`config.mk`:
```
export PLATFORM = sky130hd
export DESIGN_NAME = letter_frequency_histogram
export DESIGN_NICKNAME = d
export VERILOG_FILES = /design/src/rtl/lfh_pkg.sv /design/src/rtl/lfh_cell.sv /design/src/rtl/letter_frequency_histogram.sv
export SDC_FILE = /design/constraint.sdc
export NUM_CORES = 1
export LEC_CHECK = 0
export CAP_MARGIN = 20
export CELL_PAD_IN_SITES_DETAIL_PLACEMENT = 1
export CELL_PAD_IN_SITES_GLOBAL_PLACEMENT = 1
export CORE_MARGIN = 10
export CORE_UTILIZATION = 37
export CTS_CLUSTER_SIZE = 30
export DETAILED_ROUTE_END_ITERATION = 16
export DONT_BUFFER_PORTS = 1
export PLACE_DENSITY_LB_ADDON = 0.12
export SYNTH_ARGS = -nofsm -noshare
export SYNTH_HDL_FRONTEND = slang
export SYNTH_SLANG_ARGS = --single-unit
```
`constraint.sdc`:
```
create_clock -name clk -period 7.42 [get_ports clk]
set_clock_uncertainty 0.05 [all_clocks]
set_input_delay 1.484 -clock clk [delete_from_list [all_inputs] [get_ports clk]]
set_output_delay 1.484 -clock clk [all_outputs]
set_load 0.02 [all_outputs]
```
`src/rtl/lfh_pkg.sv`:
```
package lfh_pkg;

  // Counter geometry.
  localparam int NUM_LETTERS = 26;
  localparam int COUNT_WIDTH = 16;
  localparam int IDX_W       = $clog2(NUM_LETTERS);
  localparam int OUT_COUNT_W = 16;

  // Character codes that bound the two letter ranges.
  localparam logic [7:0] CHAR_UPPER_A = 8'h41;
  localparam logic [7:0] CHAR_UPPER_Z = 8'h5A;
  localparam logic [7:0] CHAR_LOWER_A = 8'h61;
  localparam logic [7:0] CHAR_LOWER_Z = 8'h7A;

  localparam logic [COUNT_WIDTH-1:0] COUNT_MAX = '1;

  typedef logic [COUNT_WIDTH-1:0] count_t;
  typedef logic [IDX_W-1:0]       idx_t;

  // Controls broadcast to every cell of the chain.
  typedef struct packed {
    logic inc_en;  // count the decoded letter
    logic shift;   // move every count one cell toward cell 0
  } cell_ctrl_t;

  typedef enum logic {
    ST_COUNT,
    ST_EMIT
  } lfh_state_t;

endpackage

```
`src/rtl/lfh_cell.sv`:
```
module lfh_cell (
  input  logic                clk,
  input  logic                rst_n,
  input  lfh_pkg::cell_ctrl_t ctrl,
  input  logic                hit,       // the current letter belongs to this cell
  input  lfh_pkg::count_t     shift_in,  // count of the next cell up the chain
  output lfh_pkg::count_t     count
);
  import lfh_pkg::*;

  count_t count_r, count_nxt;

  // Shift takes the neighbor's count; otherwise count a hit, saturating.
  always_comb begin
    count_nxt = count_r;
    if (ctrl.shift) begin
      count_nxt = shift_in;
    end else if (ctrl.inc_en && hit && (count_r != COUNT_MAX)) begin
      count_nxt = count_r + 1'b1;
    end
  end

  always_ff @(posedge clk) begin
    if (!rst_n) begin
      count_r <= '0;
    end else begin
      count_r <= count_nxt;
    end
  end

  assign count = count_r;

endmodule

```
`src/rtl/letter_frequency_histogram.sv`:
```
// A character word is counted at the edge that accepts it. After an end-marked word,
// emission shifts the 26-cell chain one place per cycle toward cell 0 while the output
// is free, until the chain is empty; each nonzero count in cell 0 becomes a result, and a
// string without letters gives a single empty result. Input is held off during emission;
// while counting, the block takes one character word per cycle.
// Reset (synchronous, active low) clears all counters and the output valid flag.
module letter_frequency_histogram (
  input  logic        clk,
  input  logic        rst_n,
  input  logic        in_tvalid,
  output logic        in_tready,
  input  logic [7:0]  in_tdata,   // [7:0] character
  input  logic        in_tuser,   // [0] char_valid
  input  logic        in_tlast,   // end_of_string
  output logic        out_tvalid,
  input  logic        out_tready,
  output logic [23:0] out_tdata,  // [4:0] letter_index, [20:5] letter_count, [23:21] zero
  output logic        out_tuser,  // [0] letter_present
  output logic        out_tlast   // last_result
);
  import lfh_pkg::*;

  lfh_state_t state_r, state_nxt;
  logic       first_r, first_nxt;
  idx_t       idx_r, idx_nxt;

  logic                   out_valid_r, out_valid_nxt;
  idx_t                   out_idx_r, out_idx_nxt;
  logic [OUT_COUNT_W-1:0] out_count_r, out_count_nxt;
  logic                   out_present_r, out_present_nxt;
  logic                   out_last_r, out_last_nxt;

  cell_ctrl_t              ctrl;
  logic [NUM_LETTERS-1:0]  hit;
  logic [NUM_LETTERS-1:0]  nz;
  count_t                  cnt [NUM_LETTERS];
  logic                    is_letter;
  logic [7:0]              slot;
  logic                    in_acc;
  logic                    out_free;

  assign in_tready = (state_r == ST_COUNT);
  assign in_acc    = in_tvalid && in_tready;
  assign out_free  = !out_valid_r || out_tready;

  // Fold both cases onto a letter slot.
  always_comb begin
    is_letter = 1'b0;
    slot      = '0;
    if (in_tdata inside {[CHAR_UPPER_A:CHAR_UPPER_Z]}) begin
      is_letter = 1'b1;
      slot      = in_tdata - CHAR_UPPER_A;
    end else if (in_tdata inside {[CHAR_LOWER_A:CHAR_LOWER_Z]}) begin
      is_letter = 1'b1;
      slot      = in_tdata - CHAR_LOWER_A;
    end
  end

  // The chain of counter cells; the top cell takes in zeros as it shifts.
  for (genvar i = 0; i < NUM_LETTERS; i++) begin : g_cell
    count_t shift_in;
    assign hit[i] = is_letter && (slot == 8'(i));
    assign nz[i]  = (cnt[i] != '0);
    if (i == NUM_LETTERS - 1) begin : g_top
      assign shift_in = '0;
    end else begin : g_mid
      assign shift_in = cnt[i+1];
    end
    lfh_cell u_cell (
      .clk      (clk),
      .rst_n    (rst_n),
      .ctrl     (ctrl),
      .hit      (hit[i]),
      .shift_in (shift_in),
      .count    (cnt[i])
    );
  end

  // Counting accepts words; emission reads cell 0 and shifts until the chain is empty.
  always_comb begin
    state_nxt       = state_r;
    first_nxt       = first_r;
    idx_nxt         = idx_r;
    out_valid_nxt   = out_valid_r && !out_tready;
    out_idx_nxt     = out_idx_r;
    out_count_nxt   = out_count_r;
    out_present_nxt = out_present_r;
    out_last_nxt    = out_last_r;
    ctrl.inc_en     = 1'b0;
    ctrl.shift      = 1'b0;
    case (state_r)
      ST_COUNT: begin
        ctrl.inc_en = in_acc && in_tuser;
        if (in_acc && in_tlast) begin
          state_nxt = ST_EMIT;
          first_nxt = 1'b1;
          idx_nxt   = '0;
        end
      end
      ST_EMIT: begin
        if (out_free) begin
          if (nz == '0) begin
            // Chain is empty: done, with a single empty result if nothing was seen.
            if (first_r) begin
              out_valid_nxt   = 1'b1;
              out_idx_nxt     = '0;
              out_count_nxt   = '0;
              out_present_nxt = 1'b0;
              out_last_nxt    = 1'b1;
            end
            state_nxt = ST_COUNT;
          end else begin
            if (nz[0]) begin
              out_valid_nxt   = 1'b1;
              out_idx_nxt     = idx_r;
              out_count_nxt   = OUT_COUNT_W'(cnt[0]);
              out_present_nxt = 1'b1;
              out_last_nxt    = (nz[NUM_LETTERS-1:1] == '0);
            end
            ctrl.shift = 1'b1;
            first_nxt  = 1'b0;
            idx_nxt    = idx_r + 1'b1;
          end
        end
      end
      default: begin
        state_nxt = ST_COUNT;
      end
    endcase
  end

  always_ff @(posedge clk) begin
    if (!rst_n) begin
      state_r     <= ST_COUNT;
      first_r     <= 1'b0;
      idx_r       <= '0;
      out_valid_r <= 1'b0;
    end else begin
      state_r     <= state_nxt;
      first_r     <= first_nxt;
      idx_r       <= idx_nxt;
      out_valid_r <= out_valid_nxt;
    end
  end

  // Output payload holds while the word waits.
  always_ff @(posedge clk) begin
    out_idx_r     <= out_idx_nxt;
    out_count_r   <= out_count_nxt;
    out_present_r <= out_present_nxt;
    out_last_r    <= out_last_nxt;
  end

  assign out_tvalid = out_valid_r;
  assign out_tdata  = {3'b000, out_count_r, out_idx_r};
  assign out_tuser  = out_present_r;
  assign out_tlast  = out_last_r;

endmodule

```
==> results.py <==
metrics = {
    "status": {
        "outcome": "complete, no violations",
    },
    "floorplanning": {
        "die_y_um": 286.9,
        "core_um2": 70270,
        "die_area_um2": 82290,
        "dieWidth_um": 286.9,
        "rows": 97,
        "ios": 42,
        "start_util": 0.3750,
    },
    "detailed_routing": {
        "wl_met3_um": 4818,
        "dr_total_vias": 25660,
        "wl_per_cell_um": 24.32,
        "top_layer_used": "met5",
        "met1_length_um": 47650,
        "antenna_left": 0,
        "drt_wl_total_um": 102200,
        "wl_met2_um": 46940,
        "first_pass_iters": 7,
        "route.detailed.drc": 0,
        "avgViaCountPerCell": 6.105,
        "drt_iter0_markers": 2183,
    },
    "timing": {
        "worstMarginPinSlew_ns": 1.130,
        "finalMaxSlewViolations": 0,
        "final.period_utilization": 0.6734,
        "hold_viol": 0,
        "fin_tns_setup_ns": 0,
        "setup_violations": 0,
        "max_freq_mhz": 200.1,
        "relSlewSlack": 0.2411,
        "rsz0062_at_grt": "no",
        "period_needed_ns": 4.996,
    },
    "critical_path": {
        "worstPathArrival_ns": 5.49,
        "crit_top_cell": "nor3_1",
        "cp.required_ns": 7.91,
        "path_cells": "inv_1 -> ha_1 -> nor3b_2 -> xor2_1 -> nor3_1 -> nand4_1 -> or3_1 -> o211a_1 -> nor3_1",
        "path_class": "in -> reg",
        "setup.worst_path.start_class": "primary input",
        "cp-end-kind": "flop",
        "cp_slowest_cell": "nand4_1",
        "cp_max_fo": 19,
        "critPathMaxStageDelay_ns": 0.89,
    },
    "worst_hold_path": {
        "hp-class": "reg -> reg",
    },
    "pwr": {
        "switching_share": 0.2996,
        "power_frac_seq": 0.457,
        "leakagePower_nw": 8.631,
        "power.internal_mw": 4.341,
        "total_power_mw": 6.197,
        "power.switching_mw": 1.857,
        "pwr-share-clk": 0.430,
        "peakVddDrop_uv": 169.8,
        "p_per_area_nw_per_um2": 217.2,
        "power_frac_comb": 0.113,
    },
    "layout": {
        "layout_common_cells": "dfxtp_1, a21oi_1, nand2_1",
        "area_growth_pct": 8.281,
        "final_common_cell": "dfxtp_1",
        "final_nets": 3289,
        "final_layout_size_suffix_gt1_frac": 0.05336,
        "fin_util": 0.4060,
    },
    "yosys": {
        "synth_top_area_share": 0.3221,
        "synth_cell_types": 96,
        "ys_seq_area_frac": 0.3483,
        "synth_largest_area_cell": "dfxtp_1",
        "netlist_area_um2": 26350,
        "ys_top_cells_by_area": "dfxtp_1, a21oi_1, xnor2_1, o21ai_0, nand3_1",
        "post_synth.cell_area_avg_um2": 7.821,
        "synth_warnings": 0,
        "synth_seq_cells": 447,
        "ys.flop_type": "dfxtp_1",
        "synthCells": 3369,
        "synth-edff-count": 23,
        "ys_async_sr_fraction": 0,
    },
    "global_route": {
        "antenna_found_initial": 6,
        "grt_max_degree": 276,
        "grt_pass1_vias": 25330,
        "grt_pass1_wl_um": 157200,
        "grt.total_usage": 0.2388,
        "grt-ovfl-total": 0,
    },
    "place": {
        "place_congestion": 0.8796,
        "port_buffers": 0,
        "dp_hpwl_um": 72500,
    },
    "clocking": {
        "cts_sinks": 447,
        "clock_latency_ns": 0.63,
        "path_clk_slew_ns": 0.06,
        "postCtsSetupBuffers": 0,
        "ctsResizeCount": 0,
        "cts_root_buf": "clkbuf_16",
        "cts_made_buffers": 54,
        "hold_buffers": 0,
        "clockBufferDepth": 3,
        "cts_tree": "yes",
        "htreeDepth": 2,
    },
    "flow_run": {
        "maxCapViolCount": 0,
    },
}
## routing by layer
metal	GRT usage	vias up
li1	-	12100
met1	0.3272	12860
met2	0.3889	536
met3	0.03043	149
met4	0.06558	8
met5	0	-
## through the flow
| step | instances | worst slack [ns] | hold slack (ns) | area, µm² |
|---|---|---|---|---|
| global route | 4201 | 2.251 | 0.4713 | 28530 |
| detailed placement | 4098 | 1.963 | 0.4199 | 26750 |
| global placement | 4097 | 2.163 | 0.3983 | 26740 |
| floorplan | 3371 | 3.178 | 0.3863 | 26360 |
| CTS | 4196 | 2.636 | 0.4300 | 28470 |
| finish | 4202 | 2.424 | 0.4338 | 28530 |
## cell usage after synthesis (all sizes together), types with 28 or more instances
cell    instances
nand4         147
xor2           97
o211ai         37
and4           28
and3           56
a211oi         74
a31oi          34
nor2          215
dfxtp         424
nand2         272
inv           111
or3            28
nand3         222
ha             56
nor3           99
nor2b          29
o21ai         239
buf            85
a21oi         312
nor4          179
xnor2         171
clkbuf        153
## logic make-up (layout without fill, tap and decap cells)
logic type,Yosys count,in the layout,synth area share
XOR/XNOR,268,268,0.08908
other,1,4,0.0001423
buffers and inverters,350,240,0.05603
flip-flops,447,447,0.3483
AND/OR/NAND/NOR,1398,1398,0.2828
multiplexers,14,14,0.005365
adder cells (fa/ha/maj),56,56,0.02659
AO/OA/AOI/OAI,835,835,0.1917
## power groups by stage
| stage | clock network, mW | logic, mW | registers [mW] |
|---|---|---|---|
| after global placement | 0 | 0.664 | 2.87 |
| final | 2.67 | 0.698 | 2.83 |
| after detailed placement | 0 | 0.683 | 2.88 |
| after global routing | 2.81 | 0.756 | 2.85 |
| after floorplan | 0 | 0.497 | 2.76 |
| after CTS | 2.72 | 0.689 | 2.83 |
## worst max-delay path, delay by kind of cell
family / cells / cell delay (ns)
xor gates and xnor gates: 1 / 0.21
and+or+nand+nor: 5 / 2.96
AOI/OAI and AO/OA: 1 / 0.24
buffers and inverters: 1 / 0.08
adders and majority gates: 1 / 0.48
## sequential cells by signal (all words and copies together), names as in the netlist
| register | count |
|---|---|
| first_r | 1 |
| g_cell.u_cell.count | 416 |
| idx_r | 5 |
| out_count_r | 16 |
| out_idx_r | 5 |
| out_tlast | 1 |
| out_tuser | 1 |
| out_tvalid | 1 |
| state_r | 1 |
## path summary, 6_finish.rpt
path / startpoint / end / slack, ns / cells after the start
setup reg to reg: g_cell[18].u_cell.count[5] / g_cell[9].u_cell.count[5] / 2.53 / 8
hold reg to reg: first_r / first_r / 0.43 / 2
setup / recovery: in_tdata[0] / g_cell[10].u_cell.count[15] / 2.42 / 9
hold / removal: first_r / first_r / 0.43 / 2
## cell type report
type / instances / area (µm²)
multi-input combinational: 2574 / 15740
clock buffer: 80 / 1539
clock inverter: 18 / 182.7
tap: 940 / 1176
fill: 8450 / 41740
sequential: 447 / 9179
timing repair buffer: 30 / 285.3
antenna: 1 / 2.502
inverter: 112 / 425.4
(Power assumes the default switching activity.)
